## config.mk

```make
export PLATFORM = sky130hd
export DESIGN_NAME = nth_root_bisection_flat
export DESIGN_NICKNAME = d
export VERILOG_FILES = /design/src/nrb_pkg.sv /design/src/nrb_in_if.sv /design/src/nrb_out_if.sv /design/src/nth_root_bisection.sv /design/src/flat_wrapper.sv
export VERILOG_INCLUDE_DIRS = /design/src /design/src/src
export SDC_FILE = /design/constraint.sdc
export NUM_CORES = 2
export LEC_CHECK = 0
export BUFFER_PORTS_ARGS = -buffer_cell sky130_fd_sc_hd__buf_4
export CAP_MARGIN = 20
export CORE_MARGIN = 10
export CORE_UTILIZATION = 66
export DETAILED_ROUTE_END_ITERATION = 6
export MAX_ROUTING_LAYER = met4
export PLACE_DENSITY = 0.84
export SLEW_MARGIN = 20
export SYNTH_ARGS = -nofsm -noshare
export SYNTH_HDL_FRONTEND = slang
export SYNTH_SLANG_ARGS = --single-unit
```

## constraint.sdc

```tcl
create_clock -name clk -period 11 [get_ports clk]
set_input_delay 2.2 -clock clk [delete_from_list [all_inputs] [get_ports clk]]
set_output_delay 2.2 -clock clk [all_outputs]
set_load 0.05 [all_outputs]
```

## src/nth_root_bisection_defines.svh

```systemverilog
// Assertion macros shared by the nth-root bisection block.
`ifndef NTH_ROOT_BISECTION_DEFINES_SVH
`define NTH_ROOT_BISECTION_DEFINES_SVH

// same-cycle implication, disabled during reset
`define NRB_ASSERT_NOW(label, clk, rst_n, ante, cons, msg) \
	label: assert property (@(posedge clk) disable iff (!rst_n) (ante) |-> (cons)) \
		else $error(msg);

// next-cycle implication, disabled during reset
`define NRB_ASSERT_NEXT(label, clk, rst_n, ante, cons, msg) \
	label: assert property (@(posedge clk) disable iff (!rst_n) (ante) |=> (cons)) \
		else $error(msg);

`endif

```

## src/nrb_pkg.sv

```systemverilog
// Shared constants and codes for the nth-root bisection block.
package nrb_pkg;

	localparam int MAX_ITERATIONS_DEF = 48;
	localparam int MAX_INDEX_DEF      = 15;
	localparam int FRACTION_BITS_DEF  = 16;

	localparam int DATA_W  = 32;
	localparam int INDEX_W = 4;
	localparam int STAT_W  = 2;
	localparam int TOL_W   = 16;
	localparam int ADDR_W  = 3;

	localparam logic [TOL_W-1:0] TOL_RESET = 16'd7;

	// register indexes (word address)
	localparam logic REG_TOL = 1'b0;

	// result status codes
	localparam logic [STAT_W-1:0] ST_OK      = 2'd0;
	localparam logic [STAT_W-1:0] ST_INVALID = 2'd1;
	localparam logic [STAT_W-1:0] ST_LIMIT   = 2'd2;

endpackage

```

## src/nrb_in_if.sv

```systemverilog
// Input channel: radicand and root index words.
interface nrb_in_if;
	logic                              valid;
	logic                              ready;
	logic signed [nrb_pkg::DATA_W-1:0] radicand;
	logic [nrb_pkg::INDEX_W-1:0]       root_index;

	modport source (output valid, output radicand, output root_index, input ready);
	modport sink (input valid, input radicand, input root_index, output ready);
endinterface

```

## src/nrb_out_if.sv

```systemverilog
// Output channel: root and status words.
interface nrb_out_if;
	logic                              valid;
	logic                              ready;
	logic signed [nrb_pkg::DATA_W-1:0] root;
	logic [nrb_pkg::STAT_W-1:0]        status;

	modport source (output valid, output root, output status, input ready);
	modport sink (input valid, input root, input status, output ready);
endinterface

```

## src/nth_root_bisection.sv

```systemverilog
// Top level: index-th root of a signed fixed-point radicand by bisection.
// Each bisection step runs a midpoint state, passes on the shared 32x32 multiplier
// to form the root_index-th power, and a compare state. A valid word takes up to
// MAX_ITERATIONS steps; an invalid word goes straight from accept to result load.
// One word is worked at a time; a finished result may wait while the next is accepted.
// Reset (arst_n low, async): sequencer idle, no result pending, tolerance back to 7.
`include "nth_root_bisection_defines.svh"

module nth_root_bisection #(
	parameter int MAX_ITERATIONS = nrb_pkg::MAX_ITERATIONS_DEF,
	parameter int MAX_INDEX      = nrb_pkg::MAX_INDEX_DEF,
	parameter int FRACTION_BITS  = nrb_pkg::FRACTION_BITS_DEF
) (
	input  logic                        clk,
	input  logic                        arst_n,
	input  logic                        psel,
	input  logic                        penable,
	input  logic                        pwrite,
	input  logic [nrb_pkg::ADDR_W-1:0]  paddr,
	input  logic [31:0]                 pwdata,
	output logic [31:0]                 prdata,
	output logic                        pready,
	nrb_in_if.sink                      req,
	nrb_out_if.source                   rsp
);

	localparam int DW     = nrb_pkg::DATA_W;
	localparam int IW     = nrb_pkg::INDEX_W;
	localparam int ITER_W = (MAX_ITERATIONS > 1) ? $clog2(MAX_ITERATIONS) : 1;
	localparam logic signed [DW:0] ONE = 33'sd1 <<< FRACTION_BITS;
	localparam logic [ITER_W-1:0] ITER_LAST = ITER_W'(MAX_ITERATIONS - 1);

	localparam logic [2:0] S_IDLE = 3'd0;
	localparam logic [2:0] S_MID  = 3'd1;
	localparam logic [2:0] S_MUL  = 3'd2;
	localparam logic [2:0] S_CMP  = 3'd3;
	localparam logic [2:0] S_DONE = 3'd4;

	logic [2:0]                    state_q;
	logic [nrb_pkg::TOL_W-1:0]     tol_q;
	logic signed [DW-1:0]          rad_q, lo_q, hi_q, m_q;
	logic [IW-1:0]                 n_q, mcnt_q;
	logic [ITER_W-1:0]             iter_q;
	logic signed [2*DW-1:0]        prod_q;
	logic                          sat_q;
	logic signed [DW-1:0]          fin_root_q;
	logic [nrb_pkg::STAT_W-1:0]    fin_stat_q;
	logic                          out_valid_q;
	logic signed [DW-1:0]          out_root_q;
	logic [nrb_pkg::STAT_W-1:0]    out_stat_q;

	// configuration port
	logic cfg_wr;
	assign pready = 1'b1;
	assign cfg_wr = psel && penable && pwrite;
	assign prdata = (paddr[2] == nrb_pkg::REG_TOL) ? {16'd0, tol_q} : 32'd0;

	always_ff @(posedge clk or negedge arst_n) begin
		if (!arst_n) begin
			tol_q <= nrb_pkg::TOL_RESET;
		end else if (cfg_wr && paddr[2] == nrb_pkg::REG_TOL) begin
			tol_q <= pwdata[15:0];
		end
	end

	// input screening
	logic signed [DW:0] rad_in;
	logic               in_bad;
	logic               in_acc;
	assign rad_in = {req.radicand[DW-1], req.radicand};
	assign in_bad = (req.root_index < 4'd2) ||
		({28'd0, req.root_index} > 32'(MAX_INDEX)) ||
		(rad_in > -ONE && rad_in < ONE) ||
		(req.radicand[DW-1] && !req.root_index[0]);
	assign req.ready = (state_q == S_IDLE);
	assign in_acc = req.valid && req.ready;

	// midpoint, truncated toward zero
	logic signed [DW:0] sum, mid;
	assign sum = {lo_q[DW-1], lo_q} + {hi_q[DW-1], hi_q};
	assign mid = (sum + {{DW{1'b0}}, sum[DW]}) >>> 1;

	// floor shift and saturation of the last product
	logic signed [2*DW-1:0] shq;
	logic [DW:0]            upper;
	logic                   cur_sat;
	logic signed [DW-1:0]   pw;
	assign shq     = prod_q >>> FRACTION_BITS;
	assign upper   = shq[2*DW-1:DW-1];
	assign cur_sat = !((&upper) || (~|upper));
	assign pw      = cur_sat ? (shq[2*DW-1] ? 32'sh8000_0000 : 32'sh7fff_ffff) : shq[DW-1:0];

	// shared multiplier: first pass squares the midpoint
	logic                   first_mul;
	logic signed [DW-1:0]   mul_a;
	logic signed [2*DW-1:0] mul_p;
	assign first_mul = (mcnt_q == 4'd1);
	assign mul_a     = first_mul ? m_q : pw;
	assign mul_p     = mul_a * m_q;

	// residual and decision
	logic signed [DW:0] res;
	logic [DW:0]        mag;
	logic               sat_all, rpos, rneg, rad_pos, to_lo, conv;
	assign sat_all = sat_q || cur_sat;
	assign res     = {pw[DW-1], pw} - {rad_q[DW-1], rad_q};
	assign mag     = res[DW] ? 33'(-res) : 33'(res);
	assign rpos    = sat_all ? !pw[DW-1] : (!res[DW] && res != 33'sd0);
	assign rneg    = sat_all ? pw[DW-1] : res[DW];
	assign rad_pos = !rad_q[DW-1];
	assign to_lo   = (rneg && rad_pos) || (rpos && !rad_pos);
	assign conv    = !sat_all && (mag <= {17'd0, tol_q});

	logic out_free;
	assign out_free = !out_valid_q || rsp.ready;

	always_ff @(posedge clk or negedge arst_n) begin
		if (!arst_n) begin
			state_q <= S_IDLE;
		end else begin
			unique case (state_q)
				S_IDLE: if (in_acc) state_q <= in_bad ? S_DONE : S_MID;
				S_MID:  state_q <= S_MUL;
				S_MUL:  if (mcnt_q == n_q - 4'd1) state_q <= S_CMP;
				S_CMP:  state_q <= (conv || iter_q == ITER_LAST) ? S_DONE : S_MID;
				S_DONE: if (out_free) state_q <= S_IDLE;
				default: state_q <= S_IDLE;
			endcase
		end
	end

	always_ff @(posedge clk) begin
		unique case (state_q)
			S_IDLE: begin
				rad_q      <= req.radicand;
				n_q        <= req.root_index;
				lo_q       <= '0;
				hi_q       <= req.radicand;
				iter_q     <= '0;
				fin_root_q <= '0;
				fin_stat_q <= nrb_pkg::ST_INVALID;
			end
			S_MID: begin
				m_q    <= mid[DW-1:0];
				mcnt_q <= 4'd1;
				sat_q  <= 1'b0;
			end
			S_MUL: begin
				prod_q <= mul_p;
				mcnt_q <= mcnt_q + 4'd1;
				if (!first_mul) sat_q <= sat_q || cur_sat;
			end
			S_CMP: begin
				if (rpos || rneg) begin
					if (to_lo) lo_q <= m_q;
					else hi_q <= m_q;
				end
				iter_q     <= iter_q + 1'b1;
				fin_root_q <= m_q;
				fin_stat_q <= conv ? nrb_pkg::ST_OK : nrb_pkg::ST_LIMIT;
			end
			S_DONE: ;
			default: ;
		endcase
	end

	// output register
	always_ff @(posedge clk or negedge arst_n) begin
		if (!arst_n) begin
			out_valid_q <= 1'b0;
		end else if (state_q == S_DONE && out_free) begin
			out_valid_q <= 1'b1;
		end else if (rsp.ready) begin
			out_valid_q <= 1'b0;
		end
	end

	always_ff @(posedge clk) begin
		if (state_q == S_DONE && out_free) begin
			out_root_q <= fin_root_q;
			out_stat_q <= fin_stat_q;
		end
	end

	assign rsp.valid  = out_valid_q;
	assign rsp.root   = out_root_q;
	assign rsp.status = out_stat_q;

	`NRB_ASSERT_NOW(a_mul_count, clk, arst_n, state_q == S_MUL, mcnt_q >= 4'd1 && mcnt_q < n_q, "multiply count out of range")
	`NRB_ASSERT_NEXT(a_cmp_next, clk, arst_n, state_q == S_CMP, state_q == S_MID || state_q == S_DONE, "bad step after compare")
	`NRB_ASSERT_NOW(a_invalid_zero, clk, arst_n, rsp.valid && rsp.status == nrb_pkg::ST_INVALID, rsp.root == 32'sd0, "invalid result with nonzero root")

endmodule

```

## src/flat_wrapper.sv

```systemverilog
// flat-port wrapper written by rule: the top's interface ports become plain ports
module nth_root_bisection_flat 
#(
	parameter int MAX_ITERATIONS = nrb_pkg::MAX_ITERATIONS_DEF,
	parameter int MAX_INDEX      = nrb_pkg::MAX_INDEX_DEF,
	parameter int FRACTION_BITS  = nrb_pkg::FRACTION_BITS_DEF
)
  (clk, arst_n, psel, penable, pwrite, paddr, pwdata, prdata, pready, req_valid, req_radicand, req_root_index, req_ready, rsp_valid, rsp_root, rsp_status, rsp_ready);
  nrb_in_if req_i ();
  nrb_out_if rsp_i ();
  input  logic clk;
  input  logic arst_n;
  input  logic psel;
  input  logic penable;
  input  logic pwrite;
  input  logic [nrb_pkg::ADDR_W-1:0] paddr;
  input  logic [31:0] pwdata;
  output logic [31:0] prdata;
  output logic pready;
  input wire logic [$bits(req_i.valid)-1:0] req_valid;
  input wire logic [$bits(req_i.radicand)-1:0] req_radicand;
  input wire logic [$bits(req_i.root_index)-1:0] req_root_index;
  output wire logic [$bits(req_i.ready)-1:0] req_ready;
  output wire logic [$bits(rsp_i.valid)-1:0] rsp_valid;
  output wire logic [$bits(rsp_i.root)-1:0] rsp_root;
  output wire logic [$bits(rsp_i.status)-1:0] rsp_status;
  input wire logic [$bits(rsp_i.ready)-1:0] rsp_ready;
  assign req_i.valid = req_valid;
  assign req_i.radicand = req_radicand;
  assign req_i.root_index = req_root_index;
  assign req_ready = req_i.ready;
  assign rsp_valid = rsp_i.valid;
  assign rsp_root = rsp_i.root;
  assign rsp_status = rsp_i.status;
  assign rsp_i.ready = rsp_ready;
  nth_root_bisection #(.MAX_ITERATIONS(MAX_ITERATIONS), .MAX_INDEX(MAX_INDEX), .FRACTION_BITS(FRACTION_BITS)) u_core (.clk(clk), .arst_n(arst_n), .psel(psel), .penable(penable), .pwrite(pwrite), .paddr(paddr), .pwdata(pwdata), .prdata(prdata), .pready(pready), .req(req_i), .rsp(rsp_i));
endmodule
```

# Word level (Yosys, flattened, before mapping)
# Cells that the tools add are included.
word_totals:
  register_bits: 295
  out_inout_bits: 69
op_classes:
  add_sub_neg: 7
  n_mul: 1
  magnitude_cmp: 4
  eq_ne: 14
  n_mux: 28
  bitwise_logic: 1
  reduce_logical: 38
ops:
  columns: ["operator", "n"]
  rows:
  - ["two-way mux 32 bit", 7]
  - ["case mux 32 bit (2 select lines)", 3]
  - ["multiplier 32 x 32 -> 64 bit", 1]
  - ["adder 32 x 32 -> 33 bit", 1]
  - ["adder 33 x 1 -> 33 bit", 1]
  - ["less-or-equal comparator 33 x 16 -> 1 bit", 1]
  - ["two-way mux 33 bit", 1]
  - ["negator 33 bit", 1]
  - ["nonzero test 33 bit", 1]
  - ["subtractor 32 x 32 -> 33 bit", 1]
  - ["> comparator 32 x 17 -> 1 bit, second input constant", 1]
  - ["less-than comparator 32 x 18 -> 1 bit, second input constant", 1]
  - ["AND reduction 17 bit", 1]
  - ["OR reduction 17 bit", 1]
  - ["two-way mux 16 bit", 1]
  - ["two-way mux 3 bit", 5]
  - ["case mux 3 bit (5 select lines)", 1]
  - ["case mux 6 bit (2 select lines)", 1]
  - ["logical AND 1 bit", 11]
  - ["AND reduction 3 bit", 3]
  - ["logical NOT 1 bit", 8]
  - ["logical OR 1 bit", 8]
  - ["inequality test 2 x 1 -> 1 bit, second input constant", 4]
  - ["case mux 4 bit (2 select lines)", 1]
  - ["19 further kinds", 28]

# Logic depth before layout (Yosys ltp)
logic_depth:
  depth_word: 13
  depth_mapped: 36
  ltp_nobuf: 33

# Least setup slack after synthesis
# No wires, ideal clock.
synth_path:
  kind: "register to register"
  start: "register u_core.mcnt_q[1]"
  end: "register u_core.prod_q[57] (data pin)"
  t_arrival_ns: 9.067
  required_ns: 10.733
  slack_ns: 1.666
  path_stages_with_launch: 31
  n_path_buf: 3
  period_less_slack_ns: 9.334
  cell_sequence: "edfxtp_1 -> inv_1 -> ha_1 -> or3b_2 -> clkbuf_1 -> buf_1 -> and2_1 -> a21o_1 -> clkbuf_1 -> nand2_1 -> inv_1 -> fa_1 -> fa_1 -> fa_1 -> fa_1 -> fa_1 -> fa_1 -> fa_1 -> fa_1 -> ha_1 -> nand2_1 -> or4_1 -> o221ai_1 -> a22oi_1 -> a31oi_1 -> nor2_1 -> o31ai_1 -> a221o_1 -> o21ai_1 -> mux2i_1 -> o211ai_1"
synth_between:
  elab_chain_len: 3
synth_lines:
  columns: ["item", "line", "rtl"]
  rows:
  - ["start: declaration", "nth_root_bisection.sv:42", "logic [IW-1:0] n_q, mcnt_q;"]
  - ["start signal: assignment", "nth_root_bisection.sv:150", "mcnt_q <= mcnt_q + 4'd1;"]
  - ["== test 4 x 1 -> 1 bit", "nth_root_bisection.sv:97", "assign first_mul = (mcnt_q == 4'd1);"]
  - ["two-way mux 32 bit", "nth_root_bisection.sv:98", "assign mul_a = first_mul ? m_q : pw;"]
  - ["multiplier 32 x 32 -> 64 bit", "nth_root_bisection.sv:99", "assign mul_p = mul_a * m_q;"]
  - ["net u_core.mul_p[57]", "nth_root_bisection.sv:96", "logic signed [2*DW-1:0] mul_p;"]
  - ["end signal: assignment", "nth_root_bisection.sv:149", "prod_q <= mul_p;"]
  - ["end: declaration", "nth_root_bisection.sv:44", "logic signed [2*DW-1:0] prod_q;"]
# The timed path passes the listed nets, and every way through them passes these cells.
# A chain may end at the register's enable or synchronous reset.

# Final worst setup path
layout_path:
  start: "register u_core.prod_q[53]"
  end: "register u_core.prod_q[57] (data pin)"
layout_between:
  elab_chain_len: 6
  elab_cells_between_ends: 7
layout_lines:
  columns: ["item", "line", "rtl"]
  rows:
  - ["OR reduction 17 bit", "nth_root_bisection.sv:90", "assign cur_sat = !((&upper) || (~|upper));"]
  - ["logical NOT 1 bit", "nth_root_bisection.sv:90", null]
  - ["logical OR 1 bit (*)", "nth_root_bisection.sv:90", null]
  - ["two-way mux 32 bit (*)", "nth_root_bisection.sv:91", "assign pw = cur_sat ? (shq[2*DW-1] ? 32'sh8000_0000 : 32'sh7fff_ffff) : shq[DW-1:0];"]
  - ["two-way mux 32 bit (*)", "nth_root_bisection.sv:98", null]
  - ["multiplier 32 x 32 -> 64 bit (*)", "nth_root_bisection.sv:99", null]
  - ["net u_core.mul_p[57]", "nth_root_bisection.sv:96", null]
# The timed path passes the listed nets; every way through them passes the cells marked *.

==> results.md <==
- # hold bufs at CTS: 0
- Gate Count Post-Synth: between 5000 and 6000
- Uppermost layer routed: met4
- Number of fill cells: between 5000 and 6000
- Io pins: about 150
- Setup WS post-layout: about 360 ps
- Final setup viols: 0
- # nets final: roughly 6700
- Final non-filler cell total: about 6300
- Slew Viols, Final: 0
- Startpoint types: flip-flop
- Tmin final: 10640 ps
- Outcome: complete, no violations
- Setup Buffers After CTS: 0
- Number of synthesized flops with an enable pin: around 260
- Row count: approximately 100
- CTS tree: yes
- Worst path max stage delay: roughly 600 ps
- Max cap viols: 0
- Initial antenna violation count: 2
- Via Count: around 38000
- Pre-CTS WS: 486 ps
- Sequential area share after synthesis: approximately 16%
- Setup Skew: between 20 and 25 ps
- Ys Warns: 0
- Core ar.: roughly 78000 sq um
- Die Height: 300 um
- Synth top area share: 41.8%
- Port bufs: between 100 and 150
- Register area: 8280 sq um
- H-tree levels: 1
- M1 WL: about 50 mm
- Synth async-reset ratio: 7.17%
- First-pass GRT wire length: 223 mm
- Multi-input logic area: just under 40000 sq um
- Syn_area_per_cell: 9.85 sq um
- Root Driver: clkbuf_16
- Placed cells: about 6300
- Post-Synth XOR/XNOR Area: between 2 and 3%
- Commonest cells post-synth: fa_1, inv_1, nand2_1
- Initial DRC count: roughly 3200
- Pre-antenna DRT Iters: 6
- Critical-path maximum fanout: 17
- Share of cells above drive strength 1: ~7.2%
- Post-synthesis compound-gate area fraction: 7.37%
- Dominant cells by area after synthesis: fa_1, edfxtp_1, inv_1, and2_1, ha_1
- DIE WIDTH: about 300 um
- Synth Area in Adders: between 40 and 50%
- Hold Crit Class: flip-flop to flip-flop
- Post-DR vias/cell: ~6
- Mapped Area: 51900 sq um
- Post-Synth Simple-Gate Area: around 15%
- Tightest Pin Transition: roughly 1100 ps
- Placed Area: roughly 54000 sq um
- Vias in the first global route: 41621
- Die area: between 90000 and 100000 sq um
- Number of synthesized register bits: ~280
- CP max stage cell: nor4_1
- Final design area excluding fillers: between 50000 and 60000 sq um
- Initial core utilization: ~67%
- Synth unique cells: between 90 and 100
- RSZ-0062 raised after global routing: no
- WL met3: approximately 11 mm
- CTS Buffer Depth: 3
- Most numerous cell in the Yosys netlist: fa_1
- # DRC: 0
- Main combinational cell family by area after synthesis: adder cells
- TNS Setup: 0 ps
- GR Util All Layers: between 30% and 40%
- Cell taking the most area after synthesis: fa_1
- Slew headroom: 29.7%
- Routed WL per cell: between 20 and 25 um
- Crit end category: flip-flop
- Total wire length: between 100 and 150 mm
- CTS sink cnt: about 280
- GPL Wtd Cong: around 1
- CTS clk-pin slew, worst paths: approximately 80 ps
- Post-CTS resize count: 0
- HPWL Detailed: 110 mm
- Area Growth Syn to Fin: 5.98%
- Worst-skew pair later-pin latency: a little under 600 ps
- Crit Path Class: flip-flop to flip-flop
- Wire length on met2: slightly below 70 mm
- Hold Vio Cnt, Final: 0
- Overflow after GRT: 0
- Mux contribution to synthesized area: 0.919%
- Largest net degree at the start of global routing: 50
- WP data required: about 11000 ps
- Tcrit/Tclk final: between 90% and 100%
- Main synth FF type: edfxtp_1
- Post-route antenna net violation count: 0
- TritonCTS buffer count: 28
- FMAX: 0.0940 GHz
- Arr. time, crit path: about 11000 ps
- Crit path top cell by count: fa_1
[sequential cells by signal (all words and copies together), names as in the netlist]
register / flops
u_core.fin_stat_q: 2
u_core.sat_q: 1
u_core.prod_q: 48
u_core.lo_q: 32
u_core.state_q: 3
u_core.mcnt_q: 4
u_core.rsp.status: 2
u_core.rad_q: 32
u_core.iter_q: 6
u_core.fin_root_q: 32
u_core.n_q: 4
u_core.tol_q: 16
u_core.rsp.root: 32
u_core.rsp.valid: 1
u_core.m_q: 32
u_core.hi_q: 32
[final cells by class]
type / count / share of cell area (%)
Clock buffer: 33 / 1.35
Tap cell: 1040 / 2.37
Sequential cell: 279 / 15.1
Multi-Input combinational cell: 3693 / 70.5
Timing Repair Buffer: 230 / 3.26
Inverter: 1030 / 7.03
Antenna cell: 2 / 0.00911
Clock inverter: 19 / 0.423
[per-layer routing]
layer	global-route usage (%)	vias up
li1	-	16229
met1	38.8	19243
met2	53.4	1905
met3	5.06	460
met4	15.2	0
met5	-	-
[worst paths after layout]
check                                                 to                            from  slack, ps  depth (start not counted)
min                         u_core.rsp.root[0]$_DFFE_PP_  u_core.fin_root_q[0]$_DFFE_PP_        420                          0
max in group asynchronous    u_core.tol_q[2]$_DFFE_PN1P_                          arst_n       9210                          1
min in group asynchronous  u_core.state_q[2]$_DFFE_PN0P_                          arst_n       1500                          1
min reg2reg                 u_core.rsp.root[0]$_DFFE_PP_  u_core.fin_root_q[0]$_DFFE_PP_        420                          0
max reg2reg                  u_core.prod_q[57]$_DFFE_PP_     u_core.prod_q[53]$_DFFE_PP_        360                         33
max                          u_core.prod_q[57]$_DFFE_PP_     u_core.prod_q[53]$_DFFE_PP_        360                         33
[worst max-delay path: cells and delay by family, from the launching register on]
family | cells | cell delay (ps)
AND/OR/NAND/NOR | 3 | 1050
buffers and inverters | 7 | 1030
flip-flops | 1 | 380
adder cells (fa/ha/maj) | 9 | 4320
multiplexers | 1 | 210
AO/OA/AOI/OAI | 13 | 3400
[through the flow]
stage               hold slack, ps  util, %
floorplan                      400        -
global placement               401     69.4
detailed placement             405     69.4
CTS                            418     70.7
global route                   426     70.7
finish                         421     70.7
[cells by family (layout without fill, tap and decap cells)]
group,Yosys count,count (layout)
simple gates,1564,1564
buf+inv,1309,1312
compound gates,568,568
other cells,2,19
fa+ha+maj,1349,1349
xor+xnor,152,152
mux,43,43
flops,279,279
[placed cells by master, fill, tap and decap left out, types with 20 or more instances in the layout]
master / count
nor4_1: 20
buf_4: 224
o21a_1: 41
a211oi_1: 21
nand3_1: 34
o21ai_0: 109
nand2_1: 592
fa_1: 1083
nor2_1: 165
a21oi_1: 113
xor2_1: 54
nand4_1: 38
ha_1: 266
mux2_2: 37
and2_1: 540
a21o_1: 86
nor3_1: 48
inv_1: 1029
edfxtp_1: 259
a21boi_0: 23
clkbuf_16: 29
xnor2_1: 97
Power is left out: the tool's default activity adds up to more than one toggle a clock period on the data nets, which glitch-free logic cannot reach.
